===== src/hdl/pcr_pkg.sv =====
package pcr_pkg;

	localparam int FRAC_BITS  = 16;
	localparam int RATIO_BITS = 24;
	localparam int SEP_CONST  = ((1 << FRAC_BITS) + 50) / 100;

	localparam int ROOT_BITS  = 32;
	localparam int QUO_BITS   = 25;
	localparam int NUM_W      = 57;
	localparam int DEN_W      = 33;
	localparam int NRM_W      = 26;

	localparam int LATENCY    = 67;

	localparam logic [16:0] RESTITUTION_RESET = 17'd65536;
	localparam logic [32:0] MIN_DIST_RESET    = 33'd4295;
	localparam logic [17:0] GAIN_ONE          = 18'd65536;

	localparam logic [0:0] REG_RESTITUTION = 1'b0;
	localparam logic [0:0] REG_MIN_DIST    = 1'b1;

	typedef struct packed {
		logic [31:0] x1;
		logic [31:0] y1;
		logic [31:0] vx1;
		logic [31:0] vy1;
		logic [31:0] x2;
		logic [31:0] y2;
		logic [31:0] vx2;
		logic [31:0] vy2;
	} kin_t;

	typedef struct packed {
		kin_t        kin;
		logic [31:0] m1;
		logic [31:0] m2;
		logic [32:0] mt;
		logic [31:0] ax;
		logic [31:0] ay;
		logic        neg_x;
		logic        neg_y;
		logic [31:0] rsum;
		logic [31:0] span;
		logic        pre_ok;
	} pair_ctx_t;

	function automatic logic [51:0] sext52(input logic [31:0] v);
		return {{20{v[31]}}, v};
	endfunction

	function automatic logic [31:0] sat32(input logic [51:0] v);
		if (v[51:31] == {21{1'b0}} || v[51:31] == {21{1'b1}}) begin
			return v[31:0];
		end
		return v[51] ? 32'h8000_0000 : 32'h7FFF_FFFF;
	endfunction

endpackage


===== src/hdl/pcr_regs.sv =====
module pcr_regs (
	input  logic        clk,
	input  logic        arst_n,
	input  logic        psel,
	input  logic        penable,
	input  logic        pwrite,
	input  logic [3:0]  paddr,
	input  logic [63:0] pwdata,
	output logic [63:0] prdata,
	output logic        pready,
	output logic [16:0] restitution,
	output logic [32:0] min_dist_squared
);

	logic [16:0] restitution_q;
	logic [32:0] min_dist_q;
	logic        wr;

	assign wr = psel && penable && pwrite;
	assign pready = 1'b1;
	assign restitution = restitution_q;
	assign min_dist_squared = min_dist_q;

	always_ff @(posedge clk or negedge arst_n) begin
		if (!arst_n) begin
			restitution_q <= pcr_pkg::RESTITUTION_RESET;
			min_dist_q    <= pcr_pkg::MIN_DIST_RESET;
		end else if (wr) begin
			case (paddr[3])
				pcr_pkg::REG_RESTITUTION: restitution_q <= pwdata[16:0];
				pcr_pkg::REG_MIN_DIST:    min_dist_q    <= pwdata[32:0];
				default: ;
			endcase
		end
	end

	always_comb begin
		case (paddr[3])
			pcr_pkg::REG_RESTITUTION: prdata = {47'd0, restitution_q};
			pcr_pkg::REG_MIN_DIST:    prdata = {31'd0, min_dist_q};
			default:                  prdata = 64'd0;
		endcase
	end

endmodule


===== config.mk =====
export PLATFORM = sky130hd
export DESIGN_NAME = pcr_regs
export DESIGN_NICKNAME = d
export VERILOG_FILES = /design/src/hdl/pcr_pkg.sv /design/src/hdl/pcr_regs.sv
export SDC_FILE = /design/constraint.sdc
export NUM_CORES = 1
export LEC_CHECK = 0
export ABC_AREA = 1
export BUFFER_PORTS_ARGS = -buffer_cell sky130_fd_sc_hd__buf_4
export CAP_MARGIN = 20
export CORE_MARGIN = 3
export CORE_UTILIZATION = 44
export DETAILED_ROUTE_END_ITERATION = 12
export PLACE_DENSITY = 0.95
export SLEW_MARGIN = 5
export SYNTH_ARGS = -nofsm -noshare
export SYNTH_HDL_FRONTEND = slang
export SYNTH_SLANG_ARGS = --single-unit

===== constraint.sdc =====
create_clock -name clk -period 1.2 [get_ports clk]
set_input_delay 0.12 -clock clk [delete_from_list [all_inputs] [get_ports clk]]
set_output_delay 0.12 -clock clk [all_outputs]
set_load 0.005 [all_outputs]

; ---- Word-level counts from Yosys, hierarchy flattened
; Cells that the tools add are included.
[op_classes]
n_mux = 1
n_bitwise = 1
reduce_logical = 4
[ops]
columns = operator, count
row1 = $pmux W64 S2, 1
row2 = $reduce_and A2 Y1, 2
row3 = $logic_and A1 B1 Y1, 2
row4 = $not A1 Y1, 1
[totals]
ff_bits = 50
input_bits = 73
output_inout_bits = 115

; ---- Logic depth before layout (Yosys ltp)
[depth]
word_depth = 3
ltp_mapped = 5
mapped_depth_nobuf = 4

; ---- Worst setup path before layout
; OpenSTA, ideal clock, no wires.
[synth_path]
kind = input-to-reg
from = input paddr[3]
to = register restitution_q[0], in the netlist restitution[0]
setup_time_ps = 117
arrival_time_ps = 660
t_required_ps = 1083
path_slack_ps = 423
stages = 5
path_buffers = 1
cell_sequence = inv_2 -> nand4_2 -> buf_2 -> nand2_1 -> nand2_1
[synth_via]
elab_chain_cells = 2
[synth_rtl]
columns = element, line
row1 = start: declaration, pcr_regs.sv:7  ; input logic [3:0] paddr,
row2 = $not A1 Y1 (no source line), -
row3 = $reduce_and A2 Y1 (no source line), -
row4 = end signal: assignment, pcr_regs.sv:26  ; restitution_q <= pcr_pkg::RESTITUTION_RESET;
row5 = end signal: assignment, pcr_regs.sv:30  ; pcr_pkg::REG_RESTITUTION: restitution_q <= pwdata[16:0];
row6 = end: declaration, pcr_regs.sv:15  ; logic [16:0] restitution_q;
; Every way passes these cells.
; A chain may end at the register's enable or synchronous reset.

; ---- Worst setup path after layout
[layout_path]
from = register min_dist_q[7], in the netlist min_dist_squared[7]
to = output prdata[7]
[layout_via]
elab_chain_cells = 1
[layout_rtl]
columns = element, line
row1 = start: declaration, pcr_regs.sv:16  ; logic [32:0] min_dist_q;
row2 = start signal: assignment, pcr_regs.sv:27  ; min_dist_q <= pcr_pkg::MIN_DIST_RESET;
row3 = start signal: assignment, pcr_regs.sv:31  ; pcr_pkg::REG_MIN_DIST: min_dist_q <= pwdata[32:0];
row4 = $pmux W64 S2, pcr_regs.sv:38  ; case (paddr[3])
row5 = end: declaration, pcr_regs.sv:9  ; output logic [63:0] prdata,
; Every way passes these cells. The select of a mux whose other input is x is not followed.

==> results.cfg <==
[critical_path]
crit_start = min_dist_squared[7]$_DFFE_PN1P_
crit_slowest_cell = dfstp_2
critical_path_peak_fanout = 3
crit_chain = nand2_2 > nand2_1 > buf_4
cpLargestDelayFamily = flip-flops
start_kind = flip-flop
arrival_ns = 1.09
critPathRequiredTime_ns = 1.08
crit_type = flip-flop to output pin
critPathBufInv = 1
reg2reg_slack_ns = 0.39
cp-end-kind = output pin
slowest_delay_ns = 0.57
rr_startpoint = restitution[16]$_DFFE_PN1P_

[clock_tree]
clock_sinks = 50
clkLatencyLatePin_ns = 0.29
root_buffer = clkbuf_8
clockBufferDepth = 2
clk_pin_slew_ns = 0.09
cts_tree = built
htreeDepth = 2
cts_buffers = 5

[floorplan]
chipHeight_um = 82.4
core_area_sq_mm = 0.00557
die_w_um = 82.4
die-area_sq_mm = 0.00679
boundaryPins = 188
num_rows = 27
start_util = 0.461

[synth]
yosysTopAreaCell = dfrtp_1
synth.area.mux_share = 0
synthXorXnorAreaFrac = 0
synth_top_family_by_area = simple AND/OR/NAND/NOR gates
yosysWarnings = 0
synth-seq-cells = 50
yosysUniqueCellTypes = 13
synth_top_area_frac = 0.419
synthTopCellsByArea = dfrtp_1 42%, nand2_1 25%, nand3_1 9.7%, buf_4 9.4%, dfstp_2 7.2%
syn_area_sq_mm = 0.00257
yosysSeqAreaShare = 0.491
yosys.area_share.simple = 0.353
synth-compound-area-share = 0
synth_fa_ha_area_frac = 0
postSynthAreaPerCell_sq_um = 7.51
syn_inst = 342

[pwr]
switching_share = 0.284
irDropWorstVdd_mv = 0.708
p_clk_frac = 0.270
intPower_mw = 3.81
p_per_area_mw_per_mm2 = 1470
pwr-share-comb = 0.296
p_leak_nw = 2.20
switchingPower_mw = 1.51
sequentialPowerShare = 0.434

[placement]
dpl-instance-area_sq_mm = 0.00343
io_buffers = 121
place_hpwl_um = 5010
gp_congestion = 0.703

[run_status]
status = finished with violations
violations = setup timing

[sta]
setup_viol = 2
slew_violations = 0
maxSlewHeadroom = 0.581
finalCritPeriodShare = 1.01
hold_ws_ns = 0.0526
final_hold_viol_count = 0
layout_setup_ws_ns = -0.0105
max_slew.worst_pin.slew_ns = 0.628
fin_crit_ns = 1.21
rsz0062_at_grt = yes
fmax_mhz = 826
clock_skew_ns = 0

[run]
maxCapViolCount = 0

[routing]
drc = 0
postRouteAntennaNets = 0
drt-pass1-iter-count = 4
vias_per_cell = 4.76
vias = 2536
routedWlPerCell_um = 13.1
routed_wl_um = 7010
dr.first_iter.drc_count = 89

[global_route]
grt_antenna_before_repair = 0
grt_max_degree = 51
grt_pass1_wl_um = 10600
first_global_vias = 2236
grt_overflow = 0
grtUsageTotal = 0.201

[layout]
nNetsFinal = 533
final_layout_size_suffix_gt1_frac = 0.334
synthToLayoutAreaGrowth_pct = 41.3
n_antenna_cell = 0
nFillCells = 474
stdcell_area_sq_mm = 0.00363

[hold_path]
hold_start = pwdata[6]
hp-class = input pin to flip-flop
power groups by stage:
stage | registers (mW) | clock network (mW) | logic, mW
6_report | 2.31 | 1.44 | 1.58
5_1_grt | 2.35 | 1.53 | 1.77
3_3_place_gp | 2.31 | 0 | 1.48
4_1_cts | 2.30 | 1.46 | 1.57
2_1_floorplan | 2.31 | 0 | 0.580
3_5_place_dp | 2.33 | 0 | 1.54
state kept, by name (all words and copies together), names as in the netlist:
| register | cells |
|---|---|
| restitution | 17 |
| min_dist_squared | 33 |
synth_stat cells:
cell type  number
buf_2          13
buf_4          32
clkbuf_1        6
conb_1          2
dfrtp_1        43
dfstp_2         7
inv_1          15
inv_2           3
nand2_1       168
nand3_1        50
nand4_1         1
nand4_2         1
nor2_2          1
path summary, 6_finish.rpt:
check / end / cells past startpoint
worst min-delay path: min_dist_squared[6]$_DFFE_PN1P_ / 3
min in group asynchronous: restitution[13]$_DFFE_PN0P_ / 2
worst max-delay path: prdata[7] / 3
worst min register to register: min_dist_squared[2]$_DFFE_PN1P_ / 2
max in group asynchronous: restitution[6]$_DFFE_PN0P_ / 2
worst max register to register: restitution[16]$_DFFE_PN1P_ / 3
worst register-to-register path: stages, from the launching register on:
cell     delay (ns)
dfstp_2        0.56
buf_6          0.10
nand2_1        0.04
nand2_1        0.06
layout make-up:
type | count | area, sq um | share of cell area
inverter | 18 | 67.6 | 0.0186
tap | 72 | 90.1 | 0.0248
timing repair buffer | 132 | 1030 | 0.284
clock inverter | 2 | 60.1 | 0.0166
multi-input combinational | 253 | 1040 | 0.286
sequential | 50 | 1260 | 0.347
clock buffer | 6 | 82.6 | 0.0228
cells in the final DEF, fill, tap and decap left out, types with 2 or more instances in the layout:
master     instances
clkbuf_8           6
dfstp_2            7
conb_1            32
inv_1             15
nand3_1           50
bufinv_16          2
buf_12             2
nand2_1          165
nand2_2            3
buf_4            126
buf_6              3
inv_2              3
dfrtp_1           43
repair_timing:
item                                   CTS  global route
hold buffers                             1             0
setup endpoints to repair                7             8
endpoints found under the hold margin   43             0
buffers inserted                         2             1
pin swaps                                6             3
gates resized for setup                  0             6
routing by layer:
layer  GRT usage  part of all wire  up-vias
met1       0.236              0.39     1197
met5           0                 0        -
met4      0.0465            0.0087        0
met3      0.0575              0.11        7
met2       0.359              0.50      114
li1            -                 -     1218
kinds of logic (layout without fill, tap and decap cells):
kind of cell | Yosys count | count (layout)
buf+inv | 69 | 158
other cells | 2 | 32
simple gates | 221 | 221
flops | 50 | 50
through the flow:
stage / power, mW / util / cells / setup WS, ns / setup TNS [ns]
6_report: 5.32 / 0.651 / 533 / -0.0105 / -0.0110
5_1_grt: 5.65 / 0.651 / 533 / -0.0786 / -0.369
4_1_cts: 5.33 / 0.646 / 532 / -0.0151 / -0.0342
3_5_place_dp: 3.87 / 0.616 / 521 / 0.240 / 0
3_3_place_gp: 3.79 / 0.616 / 521 / 0.246 / 0
2_1_floorplan: 2.89 / - / 372 / 0.423 / 0
Power figures use the tool's default switching activity.
