`config.mk`:
```
export PLATFORM = sky130hd
export DESIGN_NAME = pcr_div
export DESIGN_NICKNAME = d
export VERILOG_FILES = /design/src/hdl/pcr_pkg.sv /design/src/hdl/pcr_div.sv
export SDC_FILE = /design/constraint.sdc
export NUM_CORES = 2
export LEC_CHECK = 0
export BUFFER_PORTS_ARGS = -buffer_cell sky130_fd_sc_hd__buf_2
export CAP_MARGIN = 40
export CORE_UTILIZATION = 45
export CTS_BUF_LIST = sky130_fd_sc_hd__clkbuf_4
export CTS_CLUSTER_SIZE = 25
export DETAILED_ROUTE_END_ITERATION = 10
export PLACE_DENSITY_LB_ADDON = 0.08
export SYNTH_ARGS = -nofsm -noshare
export SYNTH_HDL_FRONTEND = slang
export SYNTH_SLANG_ARGS = --single-unit
```
`constraint.sdc`:
```
create_clock -name clk -period 8.6 [get_ports clk]
set_input_delay 0.86 -clock clk [delete_from_list [all_inputs] [get_ports clk]]
set_output_delay 0.86 -clock clk [all_outputs]
set_load 0.02 [all_outputs]
```
`src/hdl/pcr_pkg.sv`:
```
package pcr_pkg;

	localparam int FRAC_BITS  = 16;
	localparam int RATIO_BITS = 24;
	localparam int SEP_CONST  = ((1 << FRAC_BITS) + 50) / 100;

	localparam int ROOT_BITS  = 32;
	localparam int QUO_BITS   = 25;
	localparam int NUM_W      = 57;
	localparam int DEN_W      = 33;
	localparam int NRM_W      = 26;

	localparam int LATENCY    = 67;

	localparam logic [16:0] RESTITUTION_RESET = 17'd65536;
	localparam logic [32:0] MIN_DIST_RESET    = 33'd4295;
	localparam logic [17:0] GAIN_ONE          = 18'd65536;

	localparam logic [0:0] REG_RESTITUTION = 1'b0;
	localparam logic [0:0] REG_MIN_DIST    = 1'b1;

	typedef struct packed {
		logic [31:0] x1;
		logic [31:0] y1;
		logic [31:0] vx1;
		logic [31:0] vy1;
		logic [31:0] x2;
		logic [31:0] y2;
		logic [31:0] vx2;
		logic [31:0] vy2;
	} kin_t;

	typedef struct packed {
		kin_t        kin;
		logic [31:0] m1;
		logic [31:0] m2;
		logic [32:0] mt;
		logic [31:0] ax;
		logic [31:0] ay;
		logic        neg_x;
		logic        neg_y;
		logic [31:0] rsum;
		logic [31:0] span;
		logic        pre_ok;
	} pair_ctx_t;

	function automatic logic [51:0] sext52(input logic [31:0] v);
		return {{20{v[31]}}, v};
	endfunction

	function automatic logic [31:0] sat32(input logic [51:0] v);
		if (v[51:31] == {21{1'b0}} || v[51:31] == {21{1'b1}}) begin
			return v[31:0];
		end
		return v[51] ? 32'h8000_0000 : 32'h7FFF_FFFF;
	endfunction

endpackage

```
`src/hdl/pcr_div.sv`:
```
module pcr_div (
	input  logic                         clk,
	input  logic [pcr_pkg::NUM_W-1:0]    num,
	input  logic [pcr_pkg::DEN_W-1:0]    den,
	output logic [pcr_pkg::QUO_BITS-1:0] quo
);

	localparam int STAGES = pcr_pkg::QUO_BITS;
	localparam int REM_W  = pcr_pkg::NUM_W + 1;

	logic [REM_W-1:0]         rem_q [STAGES];
	logic [pcr_pkg::DEN_W-1:0] den_q [STAGES];
	logic [STAGES-1:0]        quo_q [STAGES];

	logic [REM_W-1:0]          rem_in [STAGES];
	logic [pcr_pkg::DEN_W-1:0] den_in [STAGES];
	logic [STAGES-1:0]         quo_in [STAGES];
	logic [REM_W-1:0]          sub    [STAGES];
	logic [STAGES-1:0]         take;

	// restoring division, one quotient bit per stage
	always_comb begin
		for (int g = 0; g < STAGES; g++) begin
			if (g == 0) begin
				rem_in[g] = {1'b0, num};
				den_in[g] = den;
				quo_in[g] = '0;
			end else begin
				rem_in[g] = rem_q[g-1];
				den_in[g] = den_q[g-1];
				quo_in[g] = quo_q[g-1];
			end
			sub[g]  = REM_W'(den_in[g]) << (STAGES - 1 - g);
			take[g] = rem_in[g] >= sub[g];
		end
	end

	always_ff @(posedge clk) begin
		for (int g = 0; g < STAGES; g++) begin
			rem_q[g] <= take[g] ? rem_in[g] - sub[g] : rem_in[g];
			quo_q[g] <= take[g] ? quo_in[g] | (STAGES'(1) << (STAGES - 1 - g)) : quo_in[g];
			den_q[g] <= den_in[g];
		end
	end

	assign quo = quo_q[STAGES-1];

endmodule
```
== After elaboration in Yosys (flattened, before gate mapping) ==
Memory sizes are Yosys's and may differ from the RTL's.
Index checks and enable logic that the tools add are counted.
W data, S select, Z words.
Storage, ports and cells
  register bits: 0
  RAM bits: 2900
  bits of input ports: 91
  output and inout port bits: 25
  word-level logic and storage cells: 103
  memories kept: 3
Cells by class
  add/sub/neg operators: 25
  magnitude comparators: 25
  muxes and demuxes: 50
Memories
  rem_q: depth 25, width 58, read ports 24, clocked after memory_dff 0, write ports 25, RTL line pcr_div.sv:11  | logic [REM_W-1:0] rem_q [STAGES];
  den_q: depth 25, width 33, read ports 24, clocked after memory_dff 0, write ports 25, RTL line pcr_div.sv:12  | logic [pcr_pkg::DEN_W-1:0] den_q [STAGES];
  quo_q: depth 25, width 25, read ports 25, clocked after memory_dff 0, write ports 25, RTL line pcr_div.sv:13  | logic [STAGES-1:0] quo_q [STAGES];
Operator list (count)
  $mux W58: 25
  $ge A58 B33 Y1: 1
  $ge A58 B34 Y1: 1
  $ge A58 B35 Y1: 1
  $ge A58 B36 Y1: 1
  $ge A58 B37 Y1: 1
  $ge A58 B38 Y1: 1
  $ge A58 B39 Y1: 1
  $ge A58 B40 Y1: 1
  $ge A58 B41 Y1: 1
  $ge A58 B42 Y1: 1
  $ge A58 B43 Y1: 1
  $ge A58 B44 Y1: 1
  $ge A58 B45 Y1: 1
  $ge A58 B46 Y1: 1
  $ge A58 B47 Y1: 1
  $ge A58 B48 Y1: 1
  $ge A58 B49 Y1: 1
  $ge A58 B50 Y1: 1
  $ge A58 B51 Y1: 1
  $ge A58 B52 Y1: 1
  $ge A58 B53 Y1: 1
  $ge A58 B54 Y1: 1
  $ge A58 B55 Y1: 1
  52 further kinds: 52

== Depth between registers and ports, before layout ==
An unclocked memory read counts as a cell.
  word-level depth: 3
  depth in mapped cells: 17
  mapped depth without buffers: 17

== Worst setup path after synthesis ==
Ideal clock, no wire load.
  kind: input -> register
  from: input port num[24] in the netlist's numbering
  to: memory rem_q[0][28] in the netlist's numbering
  library setup time: 0.133 ns
  arrival time: 3.792 ns
  required time: 8.467 ns
  path slack: 4.676 ns
  stages on the path: 15
  path buffers: 2
  cell sequence: inv_1 ha_1 fa_1 nand2b_1 a211oi_1 o31ai_1 a21oi_1 o21ai_1 o31ai_1 a31oi_1 o211a_1 o21ai_1 buf_2 buf_1 a21oi_1
RTL lines
  start: declaration: RTL line pcr_div.sv:3  | input logic [pcr_pkg::NUM_W-1:0] num,
  end: declaration: RTL line pcr_div.sv:11

==> flow_metrics.env <==
export IMPL_path_clk_slew_ns=0.06
export IMPL_synth_avg_cell_area_sq_um=9.18
export IMPL_synth_top_flop_cell="dfxtp_1"
export IMPL_fin_util=0.507
export IMPL_use_met1=0.247
export IMPL_drtIter0Drc=4737
export IMPL_seq_area_frac_synth=0.450
export IMPL_reg2reg_slack_ns=3.88
export IMPL_post_route_cells_drive_above_1_share=0.112
export IMPL_maxSlewHeadroom=0.311
export IMPL_die_area_sq_mm=0.250
export IMPL_netlist_area_sq_mm=0.112
export IMPL_p_per_area_mw_per_mm2=403
export IMPL_setup_viol=0
export IMPL_dp_worst_setup_slack_ns=3.63
export IMPL_syn_to_final_growth_pct=11.8
export IMPL_start_kind="flop"
export IMPL_grt_use_met2=0.478
export IMPL_cts_root_buffer="clkbuf_4"
export IMPL_grt_pass1_vias=89227
export IMPL_cts_max_path_buffers=4
export IMPL_skew_ns=0.131
export IMPL_final_setup_worst_slack_ns=3.88
export IMPL_post_route_period_util=0.549
export IMPL_tightestPinTransition_ns=1.01
export IMPL_hold_viol_final=0
export IMPL_rsz0062_at_grt="false"
export IMPL_criticalPathCategory="reg -> reg"
export IMPL_path_max_fanout=67
export IMPL_gp_congestion=0.984
export IMPL_grt_pass1_wl_microns=492000
export IMPL_fin_setup_tns_ns=0
export IMPL_required_ns=9.81
export IMPL_synth_edff_count=0
export IMPL_rows=182
export IMPL_yosysWarningCount=0
export IMPL_synth_cells=12149
export IMPL_clock_sinks=2509
export IMPL_drv_cap=0
export IMPL_hold_class="in -> reg"
export IMPL_cp_end_kind="flop"
export IMPL_fillers=23255
export IMPL_numCtsBuffers=655
export IMPL_yosys_area_top_type_share=0.450
export IMPL_io_pins=116
export IMPL_drc=0
export IMPL_maxSlewViolCount=0
export IMPL_antenna_found_initial=14
export IMPL_nNetsFinal=13681
export IMPL_cts_tree="built"
export IMPL_clk_latency_ns=1.36
export IMPL_layout_min_cycle_time_ns=4.72
export IMPL_synth_area_leader_cell="dfxtp_1"
export IMPL_avgRoutedWirePerCell_microns=19.4
export IMPL_run_status="completed"
export IMPL_syn_nets=13089
export IMPL_synth_async_reset_ratio=0
export IMPL_peakVddDrop_mv=0.209
export IMPL_busiest_layer="met2"
export IMPL_grt_use_met3=0.0402
export IMPL_htreeDepth=6
export IMPL_yosys_top_cells_area="dfxtp_1 (45%), ha_1 (9.3%), a21oi_1 (5.5%), xnor2_1 (4.4%), inv_1 (3.5%)"
export IMPL_wl_microns=321000
export IMPL_initial_core_util=0.453
export IMPL_die_h_microns=500
export IMPL_num_vias=87800
export IMPL_grt_ovfl_total=0
export IMPL_ys_types=103
export IMPL_synth_seq_cells=2509
export IMPL_worst_ep_arrival_time_ns=5.94
export IMPL_antenna_left=0
export IMPL_vias_per_cell=5.30
export IMPL_max_freq_mhz=212
export IMPL_p_leak_nw=56.6
export IMPL_grtUsageTotal=0.251
export IMPL_grt_max_degree=70
export IMPL_die_w_microns=500
export IMPL_cts_setup_buffers=0
export IMPL_core_sq_mm=0.246
export IMPL_dr_pass1_iters=7
export IMPL_portBuffers=115
export IMPL_hpwl_microns=255000
==> worst paths after layout <==
check | end | cells past startpoint | startpoint
max | rem_q[2][279]$_DFF_P_ | 13 | den_q[2][131]$_DFF_P_
min | rem_q[0][11]$_DFF_P_ | 2 | num[11]
max reg2reg | rem_q[2][279]$_DFF_P_ | 13 | den_q[2][131]$_DFF_P_
min reg2reg | den_q[0][200]$_DFF_P_ | 0 | den_q[0][167]$_DFF_P_
==> metrics by stage <==
| stage | power (mW) | cell area, sq um | instances | hold slack [ns] |
|---|---|---|---|---|
| 2_1_floorplan | 33.8 | 112000 | 12149 | 0.310 |
| 3_3_place_gp | 40.1 | 115000 | 15275 | 0.310 |
| 3_5_place_dp | 40.3 | 116000 | 15296 | 0.312 |
| 4_1_cts | 50.7 | 125000 | 16532 | 0.00397 |
| 5_1_grt | 54.1 | 125000 | 16549 | 0.0550 |
| 6_report | 50.3 | 125000 | 16556 | 0.163 |
==> cells by family (layout without fill, tap and decap cells) <==
logic type / count (synthesis) / in the layout / synth area share
compound gates: 3066 / 3066 / 0.169
fa+ha+maj: 849 / 849 / 0.0968
flops: 2509 / 2509 / 0.450
other cells: 0 / 23 / 0
simple gates: 3142 / 3142 / 0.138
buf+inv: 1389 / 2461 / 0.0472
xor+xnor: 991 / 991 / 0.0778
mux: 203 / 203 / 0.0205
==> worst max-delay path, cell delays in order, from the launching register on <==
cell	delay, ns
dfxtp_1	0.45
inv_1	0.08
ha_1	0.42
nor2b_1	0.42
and3_1	0.28
nand4_1	0.43
nor3_1	0.61
a21oi_1	0.23
o21ai_4	0.09
buf_4	0.58
nor2b_1	0.36
and3_1	0.36
nand2_1	0.11
xnor2_1	0.21
==> Yosys cell counts, types with 35 or more instances <==
library cell and n:
a2111oi_0 39, a211oi_1 66, a21o_1 493, a21oi_1 1218
a31oi_1 75, and2_1 57, and3_1 64, clkbuf_1 271
dfxtp_1 2509, ha_1 825, inv_1 1052, mux2_2 196
nand2_1 760, nand2b_1 132, nand3_1 205, nand3b_1 35
nand4_1 177, nor2_1 942, nor2b_1 110, nor3_1 195
nor4_1 148, o211ai_1 51, o21a_1 95, o21ai_0 575
o21bai_1 112, o31ai_1 60, or2_2 46, or3_1 77
or4_1 50, xnor2_1 563, xor2_1 428
==> cells in the final DEF (no fill, tap or decap), types with 38 or more instances in the layout <==
cell	instances
o211ai_1	51
a211oi_1	66
nor2_1	942
nand2_1	760
clkinv_1	139
o21ai_0	574
o21bai_1	112
dfxtp_1	2509
or3_1	77
clkbuf_4	913
dlygate4sd3_1	99
nor2b_1	110
a31oi_1	75
a21oi_1	1215
xor2_1	428
nand2b_1	132
o31ai_1	60
nand4_1	177
a21o_1	491
and2_1	57
nor4_1	138
inv_1	1052
and3_1	64
or4_1	50
nor3_1	195
buf_2	124
nand3_1	202
buf_4	42
xnor2_1	563
a2111oi_0	38
mux2_2	196
ha_1	825
or2_2	46
o21a_1	95
==> cell type report <==
type	instances	area, sq um	area share
multi-input cells	8251	56300	0.451
flip-flops and latches	2509	50200	0.403
clock buffers	913	6850	0.0549
well taps	3312	4140	0.0332
inverters	1054	3960	0.0317
repair buffers	270	1950	0.0156
clock inverters	224	1270	0.0102
diodes	23	57.6	0.000461
==> repair_timing <==
| action | in CTS | in global routing |
|---|---|---|
| hold buffers | 99 | 0 |
| gates resized for setup | 0 | 0 |
| hold endpoints to repair | 91 | 0 |
==> power by group <==
part,switching (mW),internal (mW)
registers,2.71,15.0
clock network,4.82,5.20
logic,12.9,9.70
total,20.4,29.9
==> flip-flops by register name (all words and copies together) (netlist names) <==
signal	cells
quo_q	325
den_q	792
rem_q	1392
==> routing by layer <==
layer | vias to the layer above | share of wire
li1 | 43814 | -
met1 | 40929 | 0.37
met2 | 2221 | 0.52
met3 | 830 | 0.038
met4 | 6 | 0.070
met5 | - | 0.00013
(Power assumes the default switching activity.)
